**config.mk**
```make
export PLATFORM = sky130hd
export DESIGN_NAME = periodic_timer_table
export DESIGN_NICKNAME = d
export VERILOG_FILES = /design/src/design/ptt_pkg.sv /design/src/design/periodic_timer_table.sv /design/src/design/ptt_ram.sv /design/src/design/ptt_ctrl.sv /design/src/design/ptt_dp.sv
export SDC_FILE = /design/constraint.sdc
export NUM_CORES = 2
export LEC_CHECK = 0
export BUFFER_PORTS_ARGS = -buffer_cell sky130_fd_sc_hd__buf_4
export CORE_MARGIN = 2
export CORE_UTILIZATION = 30
export CTS_CLUSTER_DIAMETER = 200
export CTS_CLUSTER_SIZE = 14
export DETAILED_ROUTE_END_ITERATION = 8
export PLACE_DENSITY = 0.51
export SYNTH_ARGS = -nofsm -noshare
export SYNTH_HDL_FRONTEND = slang
export SYNTH_HIERARCHICAL = 1
export SYNTH_SLANG_ARGS = --single-unit
export TNS_END_PERCENT = 50
```
**constraint.sdc**
```tcl
create_clock -name clk -period 12.7 [get_ports clk]
set_input_delay 1.905 -clock clk [delete_from_list [all_inputs] [get_ports clk]]
set_output_delay 1.905 -clock clk [all_outputs]
set_load 0.05 [all_outputs]
```
**src/design/ptt_pkg.sv**
```systemverilog
// Shared types and constants for the periodic timer table.
// Holds the transaction structs, codes, controller states and command/status bundles.
// No dependencies.
`default_nettype none

package ptt_pkg;

	// Table depth default and arithmetic widths
	localparam int TIMER_SLOTS_DEF = 16;
	localparam int TIME_W          = 48;
	localparam int LIMIT_W         = 36;
	localparam int USEC_PER_SEC    = 1000000;

	// Request modes
	localparam logic [1:0] MODE_CHECK  = 2'd0;
	localparam logic [1:0] MODE_ADD    = 2'd1;
	localparam logic [1:0] MODE_DELETE = 2'd2;

	// Event kinds
	localparam logic [2:0] KIND_FIRE       = 3'd0;
	localparam logic [2:0] KIND_STOPPED    = 3'd1;
	localparam logic [2:0] KIND_ADDED      = 3'd2;
	localparam logic [2:0] KIND_BAD_PERIOD = 3'd3;
	localparam logic [2:0] KIND_FULL       = 3'd4;
	localparam logic [2:0] KIND_NOT_FOUND  = 3'd5;
	localparam logic [2:0] KIND_CHECK_DONE = 3'd6;

	typedef struct packed {
		logic [1:0]        mode;
		logic [TIME_W-1:0] now_time;
		logic [7:0]        owner_id;
		logic [15:0]       timer_num;
		logic [15:0]       period_seconds;
		logic [31:0]       context_tag;
		logic              fire_now;
	} req_t;

	typedef struct packed {
		logic [2:0]  kind;
		logic [7:0]  event_owner;
		logic [15:0] event_timer;
		logic [31:0] event_context;
		logic [15:0] alarm_period;
		logic        last;
	} evt_t;

	// One stored timer
	typedef struct packed {
		logic [7:0]        owner;
		logic [15:0]       timer;
		logic [15:0]       period;
		logic [TIME_W-1:0] stamp;
		logic [31:0]       context_tag;
	} slot_t;

	// Where the fields of an emitted event come from
	typedef enum logic [1:0] {
		SRC_REQ,
		SRC_REQ_NOCTX,
		SRC_ENTRY,
		SRC_NONE
	} src_t;

	typedef enum logic [3:0] {
		ST_IDLE,
		ST_DECODE,
		ST_REJECT,
		ST_ADD_FIRE,
		ST_ADD_DONE,
		ST_CHK_RD,
		ST_CHK_CALC,
		ST_CHK_CMP,
		ST_CHK_DONE,
		ST_DEL_RD,
		ST_DEL_CMP,
		ST_DEL_STOP,
		ST_DEL_MISS,
		ST_CMP_RD,
		ST_CMP_WR
	} state_t;

	// Controller to datapath
	typedef struct packed {
		logic       accept;
		logic       idx_zero;
		logic       idx_top;
		logic       idx_inc;
		logic       idx_dec;
		logic       rd_next;
		logic       add_write;
		logic       stamp_write;
		logic       shift_write;
		logic       count_dec;
		logic       calc;
		logic       capture;
		logic       emit;
		logic [2:0] emit_kind;
		src_t       emit_src;
		logic       emit_last;
	} dp_cmd_t;

	// Datapath to controller
	typedef struct packed {
		logic [1:0] mode;
		logic       fire_now;
		logic       period_zero;
		logic       table_full;
		logic       count_zero;
		logic       idx_zero;
		logic       idx_last;
		logic       compact_end;
		logic       fire_due;
		logic       match;
		logic       out_free;
	} dp_stat_t;

endpackage

`default_nettype wire

```
**src/design/periodic_timer_table.sv**
```systemverilog
// Channel  Direction  Payload  Handshake
// req      in         req_t    req_valid / req_stall
// evt      out        evt_t    evt_valid / evt_stall
//
// One request at a time, through a sequencer on a one-write, one-read slot RAM.
// Check: accept, decode, then read, compute and compare per stored timer, then done,
// waiting while events stall. Add: accept, decode, a fire if immediate, then added.
// Delete: read, compare per slot from the newest; then read, write per slot shifted.
// Reset clears the fill count and sets the minimum period to 1; no RAM clearing pass.
// Events wait in one output register; the sequencer holds while it is full and stalled.
`default_nettype none

module periodic_timer_table
	import ptt_pkg::*;
#(
	parameter int TIMER_SLOTS = TIMER_SLOTS_DEF
) (
	input  wire logic clk,
	input  wire logic arst_n,
	input  wire logic req_valid,
	output logic      req_stall,
	input  wire req_t req,
	output logic      evt_valid,
	input  wire logic evt_stall,
	output evt_t      evt
);

	dp_cmd_t  cmd;
	dp_stat_t stat;

	// Sequencer
	ptt_ctrl u_ctrl (
		.clk      (clk),
		.arst_n   (arst_n),
		.req_valid(req_valid),
		.req_stall(req_stall),
		.stat     (stat),
		.cmd      (cmd)
	);

	// Table and event datapath
	ptt_dp #(
		.TIMER_SLOTS(TIMER_SLOTS)
	) u_dp (
		.clk      (clk),
		.arst_n   (arst_n),
		.req      (req),
		.cmd      (cmd),
		.stat     (stat),
		.evt_valid(evt_valid),
		.evt_stall(evt_stall),
		.evt      (evt)
	);

endmodule

`default_nettype wire

```
**src/design/ptt_ram.sv**
```systemverilog
// Generic single-write, single-read RAM with registered read data.
// No dependencies.
`default_nettype none

module ptt_ram #(
	parameter int WIDTH = 8,
	parameter int DEPTH = 16
) (
	input  wire logic                                   clk,
	input  wire logic                                   we,
	input  wire logic [((DEPTH > 1) ? $clog2(DEPTH) : 1)-1:0] waddr,
	input  wire logic [WIDTH-1:0]                       wdata,
	input  wire logic [((DEPTH > 1) ? $clog2(DEPTH) : 1)-1:0] raddr,
	output logic      [WIDTH-1:0]                       rdata
);

	logic [WIDTH-1:0] mem_q [DEPTH];

	// Write port and registered read port
	always_ff @(posedge clk) begin
		if (we) begin
			mem_q[waddr] <= wdata;
		end
		rdata <= mem_q[raddr];
	end

endmodule

`default_nettype wire

```
**src/design/ptt_ctrl.sv**
```systemverilog
// Sequencer for the periodic timer table: walks check, add and delete transactions.
// Depends on ptt_pkg; drives the datapath through dp_cmd_t and reads dp_stat_t.
`default_nettype none

module ptt_ctrl
	import ptt_pkg::*;
(
	input  wire logic     clk,
	input  wire logic     arst_n,
	input  wire logic     req_valid,
	output logic          req_stall,
	input  wire dp_stat_t stat,
	output dp_cmd_t       cmd
);

	state_t state_q, state_d;

	// State register
	always_ff @(posedge clk or negedge arst_n) begin
		if (!arst_n) begin
			state_q <= ST_IDLE;
		end else begin
			state_q <= state_d;
		end
	end

	// Next state
	always_comb begin
		state_d = state_q;
		case (state_q)
			ST_IDLE: begin
				if (req_valid) state_d = ST_DECODE;
			end
			ST_DECODE: begin
				case (stat.mode)
					MODE_CHECK:  state_d = stat.count_zero ? ST_CHK_DONE : ST_CHK_RD;
					MODE_ADD: begin
						if (stat.period_zero || stat.table_full) state_d = ST_REJECT;
						else if (stat.fire_now) state_d = ST_ADD_FIRE;
						else state_d = ST_ADD_DONE;
					end
					MODE_DELETE: state_d = stat.count_zero ? ST_DEL_MISS : ST_DEL_RD;
					default:     state_d = ST_IDLE;
				endcase
			end
			ST_REJECT, ST_ADD_DONE, ST_CHK_DONE, ST_DEL_MISS: begin
				if (stat.out_free) state_d = ST_IDLE;
			end
			ST_ADD_FIRE: begin
				if (stat.out_free) state_d = ST_ADD_DONE;
			end
			ST_CHK_RD:   state_d = ST_CHK_CALC;
			ST_CHK_CALC: state_d = ST_CHK_CMP;
			ST_CHK_CMP: begin
				if (!stat.fire_due || stat.out_free) begin
					state_d = stat.idx_last ? ST_CHK_DONE : ST_CHK_RD;
				end
			end
			ST_DEL_RD: state_d = ST_DEL_CMP;
			ST_DEL_CMP: begin
				if (stat.match) state_d = ST_DEL_STOP;
				else if (stat.idx_zero) state_d = ST_DEL_MISS;
				else state_d = ST_DEL_RD;
			end
			ST_DEL_STOP: begin
				if (stat.out_free) state_d = stat.idx_last ? ST_IDLE : ST_CMP_RD;
			end
			ST_CMP_RD: state_d = ST_CMP_WR;
			ST_CMP_WR: state_d = stat.compact_end ? ST_IDLE : ST_CMP_RD;
			default:   state_d = ST_IDLE;
		endcase
	end

	// Outputs
	always_comb begin
		cmd       = '0;
		cmd.emit_src = SRC_NONE;
		req_stall = (state_q != ST_IDLE);
		case (state_q)
			ST_IDLE: begin
				cmd.accept = req_valid;
			end
			ST_DECODE: begin
				case (stat.mode)
					MODE_CHECK: cmd.idx_zero = 1'b1;
					MODE_ADD: begin
						cmd.add_write = !(stat.period_zero || stat.table_full);
					end
					MODE_DELETE: cmd.idx_top = !stat.count_zero;
					default: ;
				endcase
			end
			ST_REJECT: begin
				cmd.emit      = stat.out_free;
				cmd.emit_kind = stat.period_zero ? KIND_BAD_PERIOD : KIND_FULL;
				cmd.emit_src  = SRC_REQ;
				cmd.emit_last = 1'b1;
			end
			ST_ADD_FIRE: begin
				cmd.emit      = stat.out_free;
				cmd.emit_kind = KIND_FIRE;
				cmd.emit_src  = SRC_REQ;
			end
			ST_ADD_DONE: begin
				cmd.emit      = stat.out_free;
				cmd.emit_kind = KIND_ADDED;
				cmd.emit_src  = SRC_REQ;
				cmd.emit_last = 1'b1;
			end
			ST_CHK_CALC: begin
				cmd.calc    = 1'b1;
				cmd.capture = 1'b1;
			end
			ST_CHK_CMP: begin
				cmd.emit        = stat.fire_due && stat.out_free;
				cmd.stamp_write = stat.fire_due && stat.out_free;
				cmd.idx_inc     = !stat.fire_due || stat.out_free;
				cmd.emit_kind   = KIND_FIRE;
				cmd.emit_src    = SRC_ENTRY;
			end
			ST_CHK_DONE: begin
				cmd.emit      = stat.out_free;
				cmd.emit_kind = KIND_CHECK_DONE;
				cmd.emit_src  = SRC_NONE;
				cmd.emit_last = 1'b1;
			end
			ST_DEL_CMP: begin
				cmd.capture = 1'b1;
				cmd.idx_dec = !stat.match && !stat.idx_zero;
			end
			ST_DEL_STOP: begin
				cmd.emit      = stat.out_free;
				cmd.emit_kind = KIND_STOPPED;
				cmd.emit_src  = SRC_ENTRY;
				cmd.emit_last = 1'b1;
				cmd.count_dec = stat.out_free && stat.idx_last;
			end
			ST_DEL_MISS: begin
				cmd.emit      = stat.out_free;
				cmd.emit_kind = KIND_NOT_FOUND;
				cmd.emit_src  = SRC_REQ_NOCTX;
				cmd.emit_last = 1'b1;
			end
			ST_CMP_RD: begin
				cmd.rd_next = 1'b1;
			end
			ST_CMP_WR: begin
				cmd.shift_write = 1'b1;
				cmd.idx_inc     = 1'b1;
				cmd.count_dec   = stat.compact_end;
			end
			default: ;
		endcase
	end

endmodule

`default_nettype wire

```
**src/design/ptt_dp.sv**
```systemverilog
// Datapath of the periodic timer table: slot RAM, fill count, index, elapsed-time
// compare, running minimum period and the event output register.
// Depends on ptt_pkg and ptt_ram; driven by ptt_ctrl.
`default_nettype none

module ptt_dp
	import ptt_pkg::*;
#(
	parameter int TIMER_SLOTS = TIMER_SLOTS_DEF
) (
	input  wire logic    clk,
	input  wire logic    arst_n,
	input  wire req_t    req,
	input  wire dp_cmd_t cmd,
	output dp_stat_t     stat,
	output logic         evt_valid,
	input  wire logic    evt_stall,
	output evt_t         evt
);

	localparam int IW = (TIMER_SLOTS > 1) ? $clog2(TIMER_SLOTS) : 1;
	localparam int CW = $clog2(TIMER_SLOTS + 1);

	req_t               req_q;
	slot_t              entry_q;
	logic [TIME_W-1:0]  elapsed_q;
	logic [LIMIT_W-1:0] limit_q;
	logic [CW-1:0]      count_q;
	logic [IW-1:0]      idx_q;
	logic [15:0]        min_period_q;
	logic               min_known_q;
	logic               out_valid_q;
	evt_t               out_q;

	logic               ram_we;
	logic [IW-1:0]      ram_waddr;
	logic [IW-1:0]      ram_raddr;
	slot_t              ram_wdata;
	slot_t              ram_rdata;
	evt_t               evt_d;
	logic               out_free;

	// Slot storage
	ptt_ram #(
		.WIDTH($bits(slot_t)),
		.DEPTH(TIMER_SLOTS)
	) u_ram (
		.clk  (clk),
		.we   (ram_we),
		.waddr(ram_waddr),
		.wdata(ram_wdata),
		.raddr(ram_raddr),
		.rdata(ram_rdata)
	);

	// Select write source: append, restamp in place, or shift down one slot
	always_comb begin
		ram_we    = cmd.add_write || cmd.stamp_write || cmd.shift_write;
		ram_waddr = idx_q;
		ram_wdata = ram_rdata;
		if (cmd.add_write) begin
			ram_waddr             = count_q[IW-1:0];
			ram_wdata.owner       = req_q.owner_id;
			ram_wdata.timer       = req_q.timer_num;
			ram_wdata.period      = req_q.period_seconds;
			ram_wdata.stamp       = req_q.now_time;
			ram_wdata.context_tag = req_q.context_tag;
		end else if (cmd.stamp_write) begin
			ram_wdata       = entry_q;
			ram_wdata.stamp = req_q.now_time;
		end
	end

	assign ram_raddr = cmd.rd_next ? (idx_q + IW'(1)) : idx_q;

	// Hold the transaction being worked on and the slot under test
	always_ff @(posedge clk) begin
		if (cmd.accept) begin
			req_q <= req;
		end
		if (cmd.capture) begin
			entry_q <= ram_rdata;
		end
		if (cmd.calc) begin
			elapsed_q <= req_q.now_time - ram_rdata.stamp;
			limit_q   <= LIMIT_W'(ram_rdata.period) * LIMIT_W'(USEC_PER_SEC);
		end
	end

	// Fill count, walk index and running minimum
	always_ff @(posedge clk or negedge arst_n) begin
		if (!arst_n) begin
			count_q      <= '0;
			idx_q        <= '0;
			min_period_q <= 16'd1;
			min_known_q  <= 1'b0;
		end else begin
			if (cmd.add_write) begin
				count_q     <= count_q + CW'(1);
				min_known_q <= 1'b1;
				if (!min_known_q || req_q.period_seconds < min_period_q) begin
					min_period_q <= req_q.period_seconds;
				end
			end else if (cmd.count_dec) begin
				count_q <= count_q - CW'(1);
			end
			if (cmd.idx_zero) begin
				idx_q <= '0;
			end else if (cmd.idx_top) begin
				idx_q <= IW'(count_q - CW'(1));
			end else if (cmd.idx_inc) begin
				idx_q <= idx_q + IW'(1);
			end else if (cmd.idx_dec) begin
				idx_q <= idx_q - IW'(1);
			end
		end
	end

	// Build the next event
	always_comb begin
		evt_d.kind         = cmd.emit_kind;
		evt_d.alarm_period = min_period_q;
		evt_d.last         = cmd.emit_last;
		case (cmd.emit_src)
			SRC_REQ: begin
				evt_d.event_owner   = req_q.owner_id;
				evt_d.event_timer   = req_q.timer_num;
				evt_d.event_context = req_q.context_tag;
			end
			SRC_REQ_NOCTX: begin
				evt_d.event_owner   = req_q.owner_id;
				evt_d.event_timer   = req_q.timer_num;
				evt_d.event_context = '0;
			end
			SRC_ENTRY: begin
				evt_d.event_owner   = entry_q.owner;
				evt_d.event_timer   = entry_q.timer;
				evt_d.event_context = entry_q.context_tag;
			end
			default: begin
				evt_d.event_owner   = '0;
				evt_d.event_timer   = '0;
				evt_d.event_context = '0;
			end
		endcase
	end

	assign out_free = !out_valid_q || !evt_stall;

	// Output register: load on emit, drop once taken
	always_ff @(posedge clk or negedge arst_n) begin
		if (!arst_n) begin
			out_valid_q <= 1'b0;
		end else if (cmd.emit) begin
			out_valid_q <= 1'b1;
		end else if (!evt_stall) begin
			out_valid_q <= 1'b0;
		end
	end

	always_ff @(posedge clk) begin
		if (cmd.emit) begin
			out_q <= evt_d;
		end
	end

	assign evt_valid = out_valid_q;
	assign evt       = out_q;

	// Status back to the sequencer
	always_comb begin
		stat.mode        = req_q.mode;
		stat.fire_now    = req_q.fire_now;
		stat.period_zero = (req_q.period_seconds == 16'd0);
		stat.table_full  = ({1'b0, count_q} >= (CW + 1)'(TIMER_SLOTS));
		stat.count_zero  = (count_q == '0);
		stat.idx_zero    = (idx_q == '0);
		stat.idx_last    = ((CW + 1)'(idx_q) + (CW + 1)'(1) == {1'b0, count_q});
		stat.compact_end = ((CW + 1)'(idx_q) + (CW + 1)'(2) == {1'b0, count_q});
		stat.fire_due    = (elapsed_q >= TIME_W'(limit_q));
		stat.match       = (ram_rdata.owner == req_q.owner_id) &&
		                   (ram_rdata.timer == req_q.timer_num);
		stat.out_free    = out_free;
	end

	// Checks
	a_count_range: assert property (@(posedge clk) disable iff (!arst_n)
		{1'b0, count_q} <= (CW + 1)'(TIMER_SLOTS))
		else $error("fill count beyond table depth");

	a_emit_free: assert property (@(posedge clk) disable iff (!arst_n)
		cmd.emit |-> (!out_valid_q || !evt_stall))
		else $error("event loaded over a held event");

	a_min_reset: assert property (@(posedge clk) disable iff (!arst_n)
		!min_known_q |-> (min_period_q == 16'd1))
		else $error("minimum period moved before first add");

	a_add_count: assert property (@(posedge clk) disable iff (!arst_n)
		cmd.add_write |=> (count_q == $past(count_q) + CW'(1)))
		else $error("append did not grow the table");

endmodule

`default_nettype wire
```
==> impl_metrics.toml <==
[drt]
ant_nets = 0
wl_um = 250000
vias_per_cell = 4.89
firstDrtPassIters = 5
wire_per_inst_um = 25.2
vias = 48600
drc = 0
drtIter0Drc = 4047

[logic_synthesis]
yosys-top-cells-count = "2269 x edfxtp_1, 480 x mux4_2, 294 x nand2_1"
yosys.area.top_type_share_pct = 69.9
synthTopCellsByArea = "edfxtp_1 70%, mux4_2 11%, ha_1 2.6%"
synth_top_flop_cell = "edfxtp_1"
yosysWarnings = 6
yosysTopAreaCell = "edfxtp_1"
avgSynthCellArea_sq_um = 19.0
synth_edf_count = 2269
synthArstFlopShare_pct = 1.28
synth_most_common_cell = "edfxtp_1"
synth_area_sq_um = 97500
ys_types = 86
ys_seq_area_share_pct = 73.1
syn_inst = 5137
ys_ff_latch = 2420
syn-num-nets = 5525

[global_routing]
grt_pass1_wl_um = 360000
track_usage_pct = 14.9
grt_pass1_vias = 50600
grt_max_degree = 139
antenna_found_initial = 4
grt-ovfl-total = 0

[setup_path]
worstPathRequired_ns = 13.15
critPathLaunch = "u_dp/limit_q[6]"
r2r-end = "u_dp/u_ram/mem_q[15][94]"
r2r-start = "u_dp/limit_q[6]"
rr_worst_depth = 17
worstPathArrival_ns = 7.79
cp_max_fo = 54
ff2ff_setup_slack_ns = 5.37
end_kind = "flip-flop"
cp-start-kind = "flip-flop"
worst-setup-path-type = "reg -> reg"

[floorplan]
row_count = 209
fp.dieArea_sq_um = 330000
core_sq_um = 324000
die_h_um = 574
die_w_um = 574
start_util_pct = 30.1
pin_count = 205

[sta]
max-slew-margin-rel_pct = 19.4
skew_ns = 0.0725
setup_viol = 0
post-route-period-util_pct = 57.7
slew_violations = 0
fmax_ghz = 0.136
final-hold-violation-count = 0
grt_setup_unrepaired = "no"
worst_slew_pin_slew_ns = 1.21
fin_setup_tns_ns = 0
min_period_ns = 7.33

[placed_design]
gp_congestion = 0.763
dpl.hpwl_um = 139000
portBuffers = 204

[clocking]
cts_made_buffers = 196
postCtsSetupBuffers = 0
cts_buffer_depth = 4
root_buffer = "clkbuf_16"
hold_buffers = 0
cts.sink_count = 2420
cts_max_level = 4
post_cts_resized = 0
clk_latency_ns = 0.89
cts_tree = "built"
path_clk_slew_ns = 0.07

[hold_path]
hold-path-endpoint = "u_dp/entry_q[16]"
hold_path.class = "reg -> reg"
worstHoldStart = "u_dp/u_ram/rdata[16]"
hold_depth = 0

[cells_and_area]
n_fill_cell = 30700
drive_gt1_share_pct = 20.8
final_util_pct = 34.1
syn_to_final_growth_pct = 13.4
nets = 5834

[flow_run]
cap_violations = 0

[outcome]
outcome = "finished clean"
==> placed cells by master (no fill, tap or decap), types with 30 or more instances in the layout <==
master,instances
xor2_1,41
dfxtp_1,120
mux2_2,53
buf_4,333
xnor2_1,74
inv_1,239
a22oi_1,241
nand2_1,294
clkbuf_16,196
ha_1,205
edfxtp_1,2269
mux2i_1,105
a21oi_1,99
o21ai_0,140
clkbuf_1,141
fa_1,56
mux4_2,480
nor2_1,95
dfrtp_1,30
==> sequential cells by signal, indices dropped and copies added, names as in the netlist, 3 cells and up <==
register,count
u_ctrl/state_q,4
u_dp/count_q,5
u_dp/elapsed_q,48
u_dp/entry_q,72
u_dp/evt,76
u_dp/idx_q,4
u_dp/limit_q,30
u_dp/min_period_q,16
u_dp/req_q,120
u_dp/stat,3
u_dp/u_ram/mem_q,1920
u_dp/u_ram/rdata,120
==> through the flow <==
step | instances | hold slack (ns) | worst slack (ns) | cell area (sq um)
2_1_floorplan | 5137 | 0.408 | 0.0562 | 97500
3_3_place_gp | 9573 | 0.416 | 4.94 | 105000
3_5_place_dp | 9573 | 0.419 | 5.03 | 105000
4_1_cts | 9926 | 0.433 | 4.99 | 111000
5_1_grt | 9927 | 0.444 | 4.80 | 111000
6_report | 9932 | 0.432 | 5.37 | 111000
==> how the worst max path moves through the flow <==
| stage | endpoint |
|---|---|
| 3_5_place_dp | u_dp/u_ram/mem_q[15][84] |
| 2_1_floorplan | u_dp/u_ram/mem_q[0][0] |
| 6_report | u_dp/u_ram/mem_q[15][94] |
| 3_3_place_gp | u_dp/u_ram/mem_q[15][64] |
| 5_1_grt | u_dp/u_ram/mem_q[15][87] |
| 4_1_cts | u_dp/u_ram/mem_q[15][94] |
==> layout make-up <==
| type | instances | area, sq um | share of cell area, % |
|---|---|---|---|
| diodes | 6 | 15.0 | 0.0136 |
| clock buffers | 338 | 5450 | 4.93 |
| clock inverters | 15 | 175 | 0.158 |
| inverters | 239 | 897 | 0.812 |
| multi-input cells | 2238 | 24400 | 22.1 |
| flip-flops and latches | 2420 | 71300 | 64.5 |
| well taps | 4325 | 5410 | 4.90 |
| repair buffers | 351 | 2860 | 2.59 |
==> cell families after synthesis <==
family	share of synthesized area [%]
adders and majority gates	3.78
DFF	73.1
AOI/OAI and AO/OA	4.34
and+or+nand+nor	2.66
muxes	13.0
xor gates and xnor gates	1.04
buffers and inverters	2.07
==> metal layers <==
layer	share of wire (%)	up-vias	GRT usage, %
li1	-	21100	-
met1	45	26000	20.6
met2	47	1194	24.2
met3	5.3	276	2.41
met4	2.6	0	4.07
met5	0	-	0
==> worst max-delay path: stages, from the launching register on <==
cell and delay (ns):
edfxtp_1 0.37, ha_1 0.28, or4b_1 0.45, o41ai_1 0.77
a21oi_1 0.20, nor3_1 0.19, a2111oi_0 0.11, o21ai_0 0.28
a21oi_1 0.12, a2111oi_0 0.43, o31ai_1 0.12, a21oi_1 0.51
inv_1 0.15, nor4_2 0.32, or3_1 0.30, nand3_1 0.32
nor2_4 0.99, buf_4 1.00
Power is left out: the tool's default activity adds up to more than one toggle a clock period on the data nets, which glitch-free logic cannot reach.
